===== config.mk =====
export PLATFORM = sky130hd
export DESIGN_NAME = webp_header_parser_top
export DESIGN_NICKNAME = d
export VERILOG_FILES = /design/src/hw/rtl/wpp_pkg.sv /design/src/hw/rtl/webp_header_parser_top.sv /design/src/hw/rtl/wpp_parse_core.sv
export SDC_FILE = /design/constraint.sdc
export NUM_CORES = 1
export LEC_CHECK = 0
export ABC_CLOCK_PERIOD_IN_PS = 4300
export CORE_UTILIZATION = 35
export DETAILED_ROUTE_END_ITERATION = 8
export DONT_BUFFER_PORTS = 1
export GPL_ROUTABILITY_DRIVEN = 0
export SYNTH_ARGS = -nofsm -noshare
export SYNTH_HDL_FRONTEND = slang
export SYNTH_SLANG_ARGS = --single-unit

===== constraint.sdc =====
create_clock -name clk -period 4.3 [get_ports clk]
set_input_delay 0.43 -clock clk [delete_from_list [all_inputs] [get_ports clk]]
set_output_delay 0.43 -clock clk [all_outputs]
set_load 0.02 [all_outputs]

===== src/hw/rtl/wpp_pkg.sv =====
package wpp_pkg;

    localparam logic [2:0] ST_OK        = 3'd0;
    localparam logic [2:0] ST_BAD_TAG   = 3'd1;
    localparam logic [2:0] ST_BAD_SYNC  = 3'd2;
    localparam logic [2:0] ST_BAD_SIG   = 3'd3;
    localparam logic [2:0] ST_BAD_CHUNK = 3'd4;
    localparam logic [2:0] ST_TRUNC     = 3'd5;

    localparam logic [1:0] FMT_LOSSY    = 2'd0;
    localparam logic [1:0] FMT_LOSSLESS = 2'd1;
    localparam logic [1:0] FMT_EXTENDED = 2'd2;

    localparam logic [7:0] TAG_RIFF [4] = '{8'h52, 8'h49, 8'h46, 8'h46};
    localparam logic [7:0] TAG_WEBP [4] = '{8'h57, 8'h45, 8'h42, 8'h50};
    localparam logic [7:0] TAG_VP8  [3] = '{8'h56, 8'h50, 8'h38};
    localparam logic [7:0] FRAME_START [3] = '{8'h9D, 8'h01, 8'h2A};

    localparam logic [7:0] KIND_LOSSY    = 8'h20;
    localparam logic [7:0] KIND_LOSSLESS = 8'h4C;
    localparam logic [7:0] KIND_EXTENDED = 8'h58;
    localparam logic [7:0] LOSSLESS_SIG  = 8'h2F;

    localparam int unsigned ALPHA_LAYOUT_BIT = 4;

    localparam logic [4:0] POS_RIFF_END  = 5'd4;
    localparam logic [4:0] POS_WEBP      = 5'd8;
    localparam logic [4:0] POS_WEBP_END  = 5'd12;
    localparam logic [4:0] POS_KIND      = 5'd15;
    localparam logic [4:0] POS_PAYLOAD   = 5'd20;
    localparam logic [4:0] POS_SYNC      = 5'd23;
    localparam logic [4:0] POS_SYNC_LAST = 5'd25;
    localparam logic [4:0] POS_VP8_WIDTH = 5'd27;
    localparam logic [4:0] POS_VP8_HEIGHT = 5'd29;
    localparam logic [4:0] POS_VP8L_WORD = 5'd24;
    localparam logic [4:0] POS_VP8X_WIDTH = 5'd26;
    localparam logic [4:0] POS_VP8X_HEIGHT = 5'd29;

    typedef struct packed {
        logic [2:0]  status;
        logic [1:0]  format;
        logic [24:0] image_width;
        logic [24:0] image_height;
        logic        has_alpha;
        logic [2:0]  channel_count;
    } result_t;

endpackage


===== src/hw/rtl/webp_header_parser_top.sv =====
// WebP header parser. Feed the file one byte per word with end_of_stream on the
// last byte; the block returns one word per file with status, format, image size,
// alpha flag and channel count, and drops the remaining bytes of that file. It takes
// one byte every cycle while in_stall is low; the deciding byte is held in the input
// register, the per-byte tag compare and shift run on it combinationally, and its
// result is loaded into the result register. A result held by out_stall stalls
// input only when the next byte would also produce a result.
module webp_header_parser_top
(
    input  logic        clk,
    input  logic        rst_n,
    input  logic        in_valid,
    output logic        in_stall,
    input  logic [7:0]  data_byte,
    input  logic        end_of_stream,
    output logic        out_valid,
    input  logic        out_stall,
    output logic [2:0]  status,
    output logic [1:0]  format,
    output logic [24:0] image_width,
    output logic [24:0] image_height,
    output logic        has_alpha,
    output logic [2:0]  channel_count
);

    logic             in_valid_reg, in_valid_next;
    logic [7:0]       byte_reg;
    logic             eos_reg;
    logic             out_valid_reg, out_valid_next;
    wpp_pkg::result_t result_reg;
    wpp_pkg::result_t core_result;
    logic             core_emit;
    logic             advance;
    logic             accept;

    wpp_parse_core u_core
    (
        .clk           (clk),
        .rst_n         (rst_n),
        .step          (advance),
        .data_byte     (byte_reg),
        .end_of_stream (eos_reg),
        .emit          (core_emit),
        .result        (core_result)
    );

    assign advance  = in_valid_reg && (!core_emit || !out_valid_reg || !out_stall);
    assign in_stall = in_valid_reg && !advance;
    assign accept   = in_valid && !in_stall;

    always_comb
    begin
        in_valid_next = in_valid_reg;
        if (accept)
            in_valid_next = 1'b1;
        else if (advance)
            in_valid_next = 1'b0;
    end

    always_comb
    begin
        out_valid_next = out_valid_reg;
        if (advance && core_emit)
            out_valid_next = 1'b1;
        else if (!out_stall)
            out_valid_next = 1'b0;
    end

    always_ff @(posedge clk or negedge rst_n)
    begin
        if (!rst_n)
        begin
            in_valid_reg  <= 1'b0;
            out_valid_reg <= 1'b0;
        end
        else
        begin
            in_valid_reg  <= in_valid_next;
            out_valid_reg <= out_valid_next;
        end
    end

    always_ff @(posedge clk)
    begin
        if (accept)
        begin
            byte_reg <= data_byte;
            eos_reg  <= end_of_stream;
        end
        if (advance && core_emit)
            result_reg <= core_result;
    end

    assign out_valid     = out_valid_reg;
    assign status        = result_reg.status;
    assign format        = result_reg.format;
    assign image_width   = result_reg.image_width;
    assign image_height  = result_reg.image_height;
    assign has_alpha     = result_reg.has_alpha;
    assign channel_count = result_reg.channel_count;

endmodule


===== src/hw/rtl/wpp_parse_core.sv =====
module wpp_parse_core
(
    input  logic             clk,
    input  logic             rst_n,
    input  logic             step,
    input  logic [7:0]       data_byte,
    input  logic             end_of_stream,
    output logic             emit,
    output wpp_pkg::result_t result
);

    logic [4:0]  pos_reg, pos_next;
    logic [1:0]  fmt_reg, fmt_next;
    logic [31:0] shift_reg, shift_next;
    logic [24:0] width_reg, width_next;
    logic        alpha_reg, alpha_next;
    logic        decided_reg, decided_next;

    logic [31:0] shift_new;
    logic [4:0]  sync_idx;
    logic        found;
    logic [2:0]  st;
    logic [24:0] height;
    logic [1:0]  fmt_upd;
    logic [24:0] width_upd;
    logic        alpha_upd;

    assign shift_new = {data_byte, shift_reg[31:8]};
    assign sync_idx  = pos_reg - wpp_pkg::POS_SYNC;

    always_comb
    begin
        found     = 1'b0;
        st        = wpp_pkg::ST_OK;
        height    = '0;
        fmt_upd   = fmt_reg;
        width_upd = width_reg;
        alpha_upd = alpha_reg;
        if (pos_reg < wpp_pkg::POS_RIFF_END)
        begin
            if (data_byte != wpp_pkg::TAG_RIFF[pos_reg[1:0]])
            begin
                found = 1'b1;
                st    = wpp_pkg::ST_BAD_TAG;
            end
        end
        else if (pos_reg >= wpp_pkg::POS_WEBP && pos_reg < wpp_pkg::POS_WEBP_END)
        begin
            if (data_byte != wpp_pkg::TAG_WEBP[pos_reg[1:0]])
            begin
                found = 1'b1;
                st    = wpp_pkg::ST_BAD_TAG;
            end
        end
        else if (pos_reg >= wpp_pkg::POS_WEBP_END && pos_reg < wpp_pkg::POS_KIND)
        begin
            if (data_byte != wpp_pkg::TAG_VP8[pos_reg[1:0]])
            begin
                found = 1'b1;
                st    = wpp_pkg::ST_BAD_CHUNK;
            end
        end
        else if (pos_reg == wpp_pkg::POS_KIND)
        begin
            if (data_byte == wpp_pkg::KIND_LOSSY)
                fmt_upd = wpp_pkg::FMT_LOSSY;
            else if (data_byte == wpp_pkg::KIND_LOSSLESS)
                fmt_upd = wpp_pkg::FMT_LOSSLESS;
            else if (data_byte == wpp_pkg::KIND_EXTENDED)
                fmt_upd = wpp_pkg::FMT_EXTENDED;
            else
            begin
                found = 1'b1;
                st    = wpp_pkg::ST_BAD_CHUNK;
            end
        end
        else if (pos_reg >= wpp_pkg::POS_PAYLOAD)
        begin
            case (fmt_reg)
                wpp_pkg::FMT_LOSSY:
                begin
                    if (pos_reg >= wpp_pkg::POS_SYNC && pos_reg <= wpp_pkg::POS_SYNC_LAST)
                    begin
                        if (data_byte != wpp_pkg::FRAME_START[sync_idx[1:0]])
                        begin
                            found = 1'b1;
                            st    = wpp_pkg::ST_BAD_SYNC;
                        end
                    end
                    else if (pos_reg == wpp_pkg::POS_VP8_WIDTH)
                        width_upd = {11'd0, shift_new[29:16]};
                    else if (pos_reg == wpp_pkg::POS_VP8_HEIGHT)
                    begin
                        height = {11'd0, shift_new[29:16]};
                        found  = 1'b1;
                    end
                end
                wpp_pkg::FMT_LOSSLESS:
                begin
                    if (pos_reg == wpp_pkg::POS_PAYLOAD)
                    begin
                        if (data_byte != wpp_pkg::LOSSLESS_SIG)
                        begin
                            found = 1'b1;
                            st    = wpp_pkg::ST_BAD_SIG;
                        end
                    end
                    else if (pos_reg == wpp_pkg::POS_VP8L_WORD)
                    begin
                        width_upd = {11'd0, shift_new[13:0]} + 25'd1;
                        height    = {11'd0, shift_new[27:14]} + 25'd1;
                        alpha_upd = shift_new[28];
                        found     = 1'b1;
                    end
                end
                wpp_pkg::FMT_EXTENDED:
                begin
                    if (pos_reg == wpp_pkg::POS_PAYLOAD)
                        alpha_upd = data_byte[wpp_pkg::ALPHA_LAYOUT_BIT];
                    else if (pos_reg == wpp_pkg::POS_VP8X_WIDTH)
                        width_upd = {1'b0, shift_new[31:8]} + 25'd1;
                    else if (pos_reg == wpp_pkg::POS_VP8X_HEIGHT)
                    begin
                        height = {1'b0, shift_new[31:8]} + 25'd1;
                        found  = 1'b1;
                    end
                end
                default:
                begin
                    found = 1'b1;
                    st    = wpp_pkg::ST_BAD_CHUNK;
                end
            endcase
        end
    end

    always_comb
    begin
        emit   = 1'b0;
        result = '0;
        result.channel_count = 3'd3;
        if (!decided_reg)
        begin
            if (found)
            begin
                emit          = 1'b1;
                result.status = st;
                if (st == wpp_pkg::ST_OK)
                begin
                    result.format        = fmt_upd;
                    result.image_width   = width_upd;
                    result.image_height  = height;
                    result.has_alpha     = alpha_upd;
                    result.channel_count = 3'd3 + {2'd0, alpha_upd};
                end
            end
            else if (end_of_stream)
            begin
                emit          = 1'b1;
                result.status = wpp_pkg::ST_TRUNC;
            end
        end
    end

    always_comb
    begin
        pos_next     = pos_reg;
        fmt_next     = fmt_reg;
        shift_next   = shift_reg;
        width_next   = width_reg;
        alpha_next   = alpha_reg;
        decided_next = decided_reg;
        if (step)
        begin
            if (end_of_stream)
            begin
                pos_next     = '0;
                fmt_next     = '0;
                shift_next   = '0;
                width_next   = '0;
                alpha_next   = 1'b0;
                decided_next = 1'b0;
            end
            else if (!decided_reg)
            begin
                pos_next     = pos_reg + 5'd1;
                fmt_next     = fmt_upd;
                shift_next   = shift_new;
                width_next   = width_upd;
                alpha_next   = alpha_upd;
                decided_next = found;
            end
        end
    end

    always_ff @(posedge clk or negedge rst_n)
    begin
        if (!rst_n)
        begin
            pos_reg     <= '0;
            fmt_reg     <= '0;
            shift_reg   <= '0;
            width_reg   <= '0;
            alpha_reg   <= 1'b0;
            decided_reg <= 1'b0;
        end
        else
        begin
            pos_reg     <= pos_next;
            fmt_reg     <= fmt_next;
            shift_reg   <= shift_next;
            width_reg   <= width_next;
            alpha_reg   <= alpha_next;
            decided_reg <= decided_next;
        end
    end

endmodule

== Yosys cells after proc, flatten, opt, wreduce, memory -nomap -nowiden ==
Index checks and enable logic that the tools add are counted.

* Flip-flop bits (word level): 136
* Output and inout bits: 61

* Add/subtract/negate cells: 6
* Order comparisons: 10
* Equality and inequality tests: 18
* Mux-type cells: 107
* Bitwise logic cells: 5
* Reduce and logical (&&, ||, !) cells: 20

{| class="wikitable"
|+ Operators by type and width
! cell !! number
|-
| $mux W25 || 20
|-
| $pmux W25 S3 || 2
|-
| $bmux W8 S2 || 4
|-
| $mux W32 || 2
|-
| $mux W8 || 8
|-
| $mux W1 || 41
|-
| $mux W3 || 13
|-
| $ne A8 B8 Y1 || 4
|-
| $add A14 B1 Y15 const B || 2
|-
| $add A24 B1 Y25 const B || 1
|-
| $eq A5 B5 Y1 const B || 5
|-
| $mux W2 || 11
|-
| $eq A8 B7 Y1 const B || 2
|-
| $mux W14 || 1
|-
| $ge A5 B4 Y1 const B || 2
|-
| $ge A5 B5 Y1 const B || 2
|-
| $lt A5 B4 Y1 const B || 2
|-
| $mux W5 || 2
|-
| $pmux W3 S3 || 1
|-
| $eq A8 B6 Y1 const B || 1
|-
| $ne A8 B6 Y1 const B || 1
|-
| $reduce_or A8 Y1 || 1
|-
| $logic_and A1 B1 Y1 || 7
|-
| $ge A3 B3 Y1 const B || 2
|-
| other kinds (21) || 29
|}

== Longest topological paths before layout ==
* Depth in word-level cells: 25
* Gate-level depth with buffers: 12
* Depth with buffers taken out: 9

== Cells and area by module ==
Synthesis repeated with hierarchy kept, for this count alone.

* Cells, all modules: 688
* Area total of the unflattened synthesis: 6941.7 sq um

{| class="wikitable"
|+ By module, submodules not included
! module !! times used !! cells an instance !! area each (sq um)
|-
| wpp_parse_core || 1 || 608 || 4800.9
|-
| webp_header_parser_top || 1 || 80 || 2140.8
|}

== Worst setup path before layout ==
OpenSTA, ideal clock, no wires.

* Path kind: reg-to-reg
* From: register u_core.pos_reg[0]
* To: register result_reg, in the netlist channel_count[1] (enable)
* Setup time: 421 ps
* Arrival: 3566 ps
* Data required time: 3879 ps
* Setup slack: 312 ps
* Cell stages (with the launch flop): 12
* Path through: dfrtp_1 > buf_2 > inv_1 > ha_1 > clkbuf_1 > o21a_1 > o22ai_1 > o311ai_1 > and4_1 > a21o_1 > nor2_1 > and3_1

* Longest elaborated chain between the ends: 21

{| class="wikitable"
|+ RTL lines
! element !! RTL line !! source
|-
| start, declared || wpp_parse_core.sv:12 || <nowiki>logic [4:0] pos_reg, pos_next;</nowiki>
|-
| start signal, assigned || wpp_parse_core.sv:209 || <nowiki>pos_reg <= pos_next;</nowiki>
|-
| $sub A2 B2 Y2 || wpp_parse_core.sv:29 || <nowiki>assign sync_idx = pos_reg - wpp_pkg::POS_SYNC;</nowiki>
|-
| $not A2 Y3 (implied by the code) || wpp_parse_core.sv:84 || <nowiki>if (data_byte != wpp_pkg::FRAME_START[sync_idx[1:0]])</nowiki>
|-
| $bmux W8 S2 || wpp_parse_core.sv:84 ||
|-
| $mux W8 (implied by the code) (2 in a row) || wpp_parse_core.sv:84 ||
|-
| $ne A8 B8 Y1 || wpp_parse_core.sv:84 ||
|-
| $mux W1 || wpp_parse_core.sv:84 ||
|-
| $mux W1 || wpp_parse_core.sv:82 || <nowiki>if (pos_reg >= wpp_pkg::POS_SYNC && pos_reg <= wpp_pkg::POS_SYNC_LAST)</nowiki>
|-
| $pmux W1 S3 || wpp_parse_core.sv:79 || <nowiki>case (fmt_reg)</nowiki>
|-
| [3 not listed] || n/a ||
|-
| $mux W1 || wpp_parse_core.sv:47 || <nowiki>else if (pos_reg >= wpp_pkg::POS_WEBP && pos_reg < wpp_pkg::POS_WEBP_END)</nowiki>
|-
| $mux W1 (*) || wpp_parse_core.sv:39 || <nowiki>if (pos_reg < wpp_pkg::POS_RIFF_END)</nowiki>
|-
| $mux W1 (*) || wpp_parse_core.sv:144 || <nowiki>if (found)</nowiki>
|-
| $mux W1 (*) || wpp_parse_core.sv:142 || <nowiki>if (!decided_reg)</nowiki>
|-
| $logic_not A1 Y1 || webp_header_parser_top.sv:47 || <nowiki>assign advance = in_valid_reg && (!core_emit || !out_valid_reg || !out_stall);</nowiki>
|-
| $logic_or A1 B1 Y1 (2 in a row) || webp_header_parser_top.sv:47 ||
|-
| $logic_and A1 B1 Y1 || webp_header_parser_top.sv:47 ||
|-
| $logic_and A1 B1 Y1 (*) || webp_header_parser_top.sv:90 || <nowiki>if (advance && core_emit)</nowiki>
|-
| end signal, assigned || webp_header_parser_top.sv:91 || <nowiki>result_reg <= core_result;</nowiki>
|-
| end, declared || webp_header_parser_top.sv:30 || <nowiki>wpp_pkg::result_t result_reg;</nowiki>
|}

Every way passes the cells marked *; elsewhere a longest branch is shown, timed or not. The select of a mux whose other input is x is not followed.
A chain may end at the register's enable or synchronous reset.

== Worst setup path after layout ==
* From: register u_core.pos_reg[1]
* To: output port in_stall

* Longest elaborated chain between the ends: 22

{| class="wikitable"
|+ RTL lines
! element !! RTL line !! source
|-
| $sub A2 B2 Y2 || wpp_parse_core.sv:29 ||
|-
| $not A2 Y3 (implied by the code) || wpp_parse_core.sv:84 ||
|-
| $bmux W8 S2 || wpp_parse_core.sv:84 ||
|-
| $mux W8 (implied by the code) (2 in a row) || wpp_parse_core.sv:84 ||
|-
| $ne A8 B8 Y1 || wpp_parse_core.sv:84 ||
|-
| $mux W1 || wpp_parse_core.sv:84 ||
|-
| $mux W1 || wpp_parse_core.sv:82 ||
|-
| $pmux W1 S3 || wpp_parse_core.sv:79 ||
|-
| [4 not listed] || n/a ||
|-
| $mux W1 (*) || wpp_parse_core.sv:39 ||
|-
| $mux W1 (*) || wpp_parse_core.sv:144 ||
|-
| $mux W1 (*) || wpp_parse_core.sv:142 ||
|-
| $logic_not A1 Y1 (*) || webp_header_parser_top.sv:47 ||
|-
| $logic_or A1 B1 Y1 (*) (2 in a row) || webp_header_parser_top.sv:47 ||
|-
| $logic_and A1 B1 Y1 (*) || webp_header_parser_top.sv:47 ||
|-
| $logic_not A1 Y1 (*) || webp_header_parser_top.sv:48 || <nowiki>assign in_stall = in_valid_reg && !advance;</nowiki>
|-
| $logic_and A1 B1 Y1 (*) || webp_header_parser_top.sv:48 ||
|-
| end, declared || webp_header_parser_top.sv:13 || <nowiki>output logic in_stall,</nowiki>
|}

Marked as above.

==> summary.txt <==
Floorplanning
  – Effective utilization at floorplan: 36.00%
  – Die Span Y: around 150 microns
  – DIE AREA: 21,530 sq um
  – Std-Cell Rows: 52
  – Core area: 20,360 sq um
  – IO Count: 74
  – Die width: 146.7 microns

STA
  – Final Hold Fails: 0
  – Setup-failing EPs final: 0
  – Worst-Margin Slew: approximately 1 ns
  – RSZ-0062 raised after global routing: no
  – Tcrit/Tclk final: between 80% and 90%
  – Fin. max-slew vios: 0
  – Max Freq: approximately 270 MHz
  – Skew final: 0.009146 ns
  – Post-layout min period: 3.745 ns
  – Slew HR: a little under a third
  – Setup TNS: 0 ns

Route
  – Remaining DRCs: 0
  – Via/cell ratio: roughly 5.9
  – DRT iter0 DRCs: 754
  – Routed WL per cell: roughly 21 microns
  – Routed Antenna Nets: 0
  – Drt total wl: between 20,000 and 25,000 microns
  – Vias: roughly 5,800
  – DR pass1 iterations: 6

Global route
  – Grt ovf: 0
  – First-pass GRT wire length: 32,660 microns
  – Met2 usage: 29.17%
  – Antenna violations before repair: 0
  – Overall routing resource usage: 19.76%
  – Most used routing layer: met2
  – Largest net degree at the start of global routing: 61
  – GR Util met3: 5.807%
  – GRT met1 Usage: 27.78%
  – Vias in the first global route: 5,572

Cells and area
  – Nets: roughly 740
  – Antenna diodes: 0
  – Layout area overhead: 11.57%
  – Finished Core Util: roughly two fifths
  – Share of cells above drive strength 1: 9.709%
  – Fill count: 1,974

Status
  – Outcome: complete, no violations

Critical path
  – Crit path max-delay family: compound AO/OA/AOI/OAI gates
  – Crit Path Category: flop to output port
  – Worst path slowest cell: dfrtp_1
  – Max stage delay on crit path: 0.62 ns
  – Worst setup EP type: output port
  – CP Max Fanout: 14
  – Startpoint types: flop
  – Cell Chain, Critical Path: inv_1, ha_1, xnor2_1, nor4_1, a211oi_2, o41ai_4, a21o_1, nor2_1, and3_1
  – Worst endpoint required time: 3.87 ns
  – Critical Path AT: about 3.3 ns
  – Buf+Inv Stages, Crit Path: 1

Yosys
  – Mean post-synth cell area: 9.962 sq um
  – Synthesized Nets: 763
  – Post-synth EDFFs: 66
  – Synthesis Warnings: 0
  – Post-synth design cell area: 7332 sq um
  – Asr flop ratio synth: between 40% and 50%
  – Primary FF master, synth: edfxtp_1
  – Register bit total from synthesis: 126
  – Sequential fraction of the synthesis area: 47.51%
  – Synth cell types: between 70 and 80
  – Cells after Synth: around 740

Clocking
  – Worst skew pair latency: 0.43 ns
  – Post-CTS setup repair buffer count: 0
  – Post-cts sizing count: 0
  – Reg clk slew, reported paths: roughly 0.05 ns
  – CTS buffer count: 17
  – CTS tree: built
  – CTS sink cnt: 126
  – Clock Tree Buf Depth: 2
  – CTS Root Cell: clkbuf_16
  – # H-tree levels: 4

Placement
  – DPL Wire Length: 14,310 microns
  – Input/output buffers: 0

Run
  – Maxcap violations: 0

Power and ir drop
  – Worst vdd ir: 0.3199 mV
  – Pwr dens: 623.6 nW/um^2
  – Tot Pwr: 5.102 mW
  – Pleak: 2.991 nW

Min path
  – Hold Path Class: primary input to flop
## layout make-up
cell class,instances,area [sq um],area share [%]
inverter,13,48.80,0.5965
timing repair buffer,19,190.2,2.325
clock inverter,11,132.6,1.621
sequential,126,3483,42.58
clock buffer,21,470.5,5.751
multi-input combinational,531,3517,42.99
tap,270,337.8,4.130
## metal layers
| layer | share of wire, % | vias up |
|---|---|---|
| li1 | - | 2678 |
| met1 | 45 | 2861 |
| met2 | 44 | 269 |
| met3 | 8.4 | 33 |
| met4 | 1.8 | 0 |
| met5 | 0 | - |
## worst paths after layout
check                                startpoint              endpoint  slack [ns]  depth (start not counted)
setup reg to reg              u_core.pos_reg[1]        image_width[7]        0.65                          7
setup / recovery              u_core.pos_reg[1]              in_stall        0.55                          9
hold reg to reg            u_core.width_reg[15]  u_core.width_reg[15]        0.49                          1
max in group asynchronous                 rst_n      u_core.alpha_reg        3.48                          2
hold / removal                     data_byte[2]           byte_reg[2]         0.1                          0
min in group asynchronous                 rst_n  u_core.shift_reg[10]        0.54                          2
## synth_stat cells, types with 4 or more instances
library cell | instances | area, sq um
nor2_1 | 81 | 304.0
edfxtp_1 | 66 | 1982
nand2_1 | 66 | 247.7
dfrtp_1 | 60 | 1501
clkbuf_1 | 40 | 150.1
xnor2_1 | 34 | 297.8
nor3_1 | 28 | 140.1
nand3_1 | 27 | 135.1
a21oi_1 | 24 | 120.1
mux2i_1 | 23 | 230.2
o21ai_0 | 23 | 115.1
xor2_1 | 21 | 183.9
and3_1 | 20 | 125.1
buf_2 | 17 | 85.08
a22oi_1 | 16 | 120.1
ha_1 | 14 | 175.2
inv_1 | 13 | 48.80
a32o_1 | 12 | 120.1
nor3b_1 | 12 | 90.09
o41ai_1 | 11 | 96.34
a221oi_1 | 9 | 78.83
a222oi_1 | 9 | 90.09
a211oi_1 | 8 | 60.06
nand4_1 | 7 | 43.79
and4_1 | 6 | 52.55
buf_4 | 5 | 37.54
nor4_1 | 5 | 31.28
o221ai_1 | 5 | 43.79
o22ai_1 | 5 | 31.28
and2_1 | 4 | 25.02
nor2b_1 | 4 | 25.02
o21a_1 | 4 | 30.03
## worst reg2reg max path, cell delays in order, from the launching register on
cell      delay [ns]
dfrtp_1         0.55
ha_1            0.35
and3_1          0.17
ha_1            0.23
or4_1           0.50
a2111o_1        0.82
a211oi_1        0.66
nor2_1          0.10
## power by group
part / leakage (nW) / total [mW] / switching, mW / internal, mW
Combinational: 1.28 / 1.38 / 0.843 / 0.534
Sequential: 1.43 / 2.25 / 0.595 / 1.66
Clock: 0.279 / 1.47 / 0.571 / 0.904
## cells by family (layout without fill, tap and decap cells)
| family | count (synthesis) | after routing | share of synthesized area (%) |
|---|---|---|---|
| AOI/OAI and AO/OA | 159 | 159 | 16.69 |
| xor gates and xnor gates | 55 | 55 | 6.570 |
| adders and majority gates | 14 | 14 | 2.389 |
| buffers and inverters | 79 | 64 | 4.693 |
| and+or+nand+nor | 278 | 278 | 18.70 |
| muxes | 25 | 25 | 3.447 |
| DFF | 126 | 126 | 47.51 |
## through the flow
stage | setup slack (ns) | area [sq um] | hold WS [ns] | instances
after global placement | 0.8178 | 7540 | 0.1396 | 957
final | 0.5546 | 8180 | 0.09969 | 991
after floorplan | 0.3125 | 7332 | 0.1344 | 736
after CTS | 0.5928 | 8180 | 0.09123 | 991
after detailed placement | 0.7662 | 7540 | 0.1400 | 957
after global routing | 0.3653 | 8180 | 0.08280 | 991
## repair_timing
action                                 in CTS  in global routing
setup endpoints to repair                   0                  0
hold buffers                                2                  0
endpoints found under the hold margin      60                  0
## cells in the final DEF, fill, tap and decap left out, types with 16 or more instances in the layout
master / instances
a21oi_1: 24
a22oi_1: 16
nor2_1: 81
nor3_1: 28
mux2i_1: 23
and3_1: 19
nand2_1: 66
o21ai_0: 22
dfrtp_1: 60
xnor2_1: 34
clkbuf_16: 17
xor2_1: 21
nand3_1: 27
edfxtp_1: 66
(Power assumes the default switching activity.)
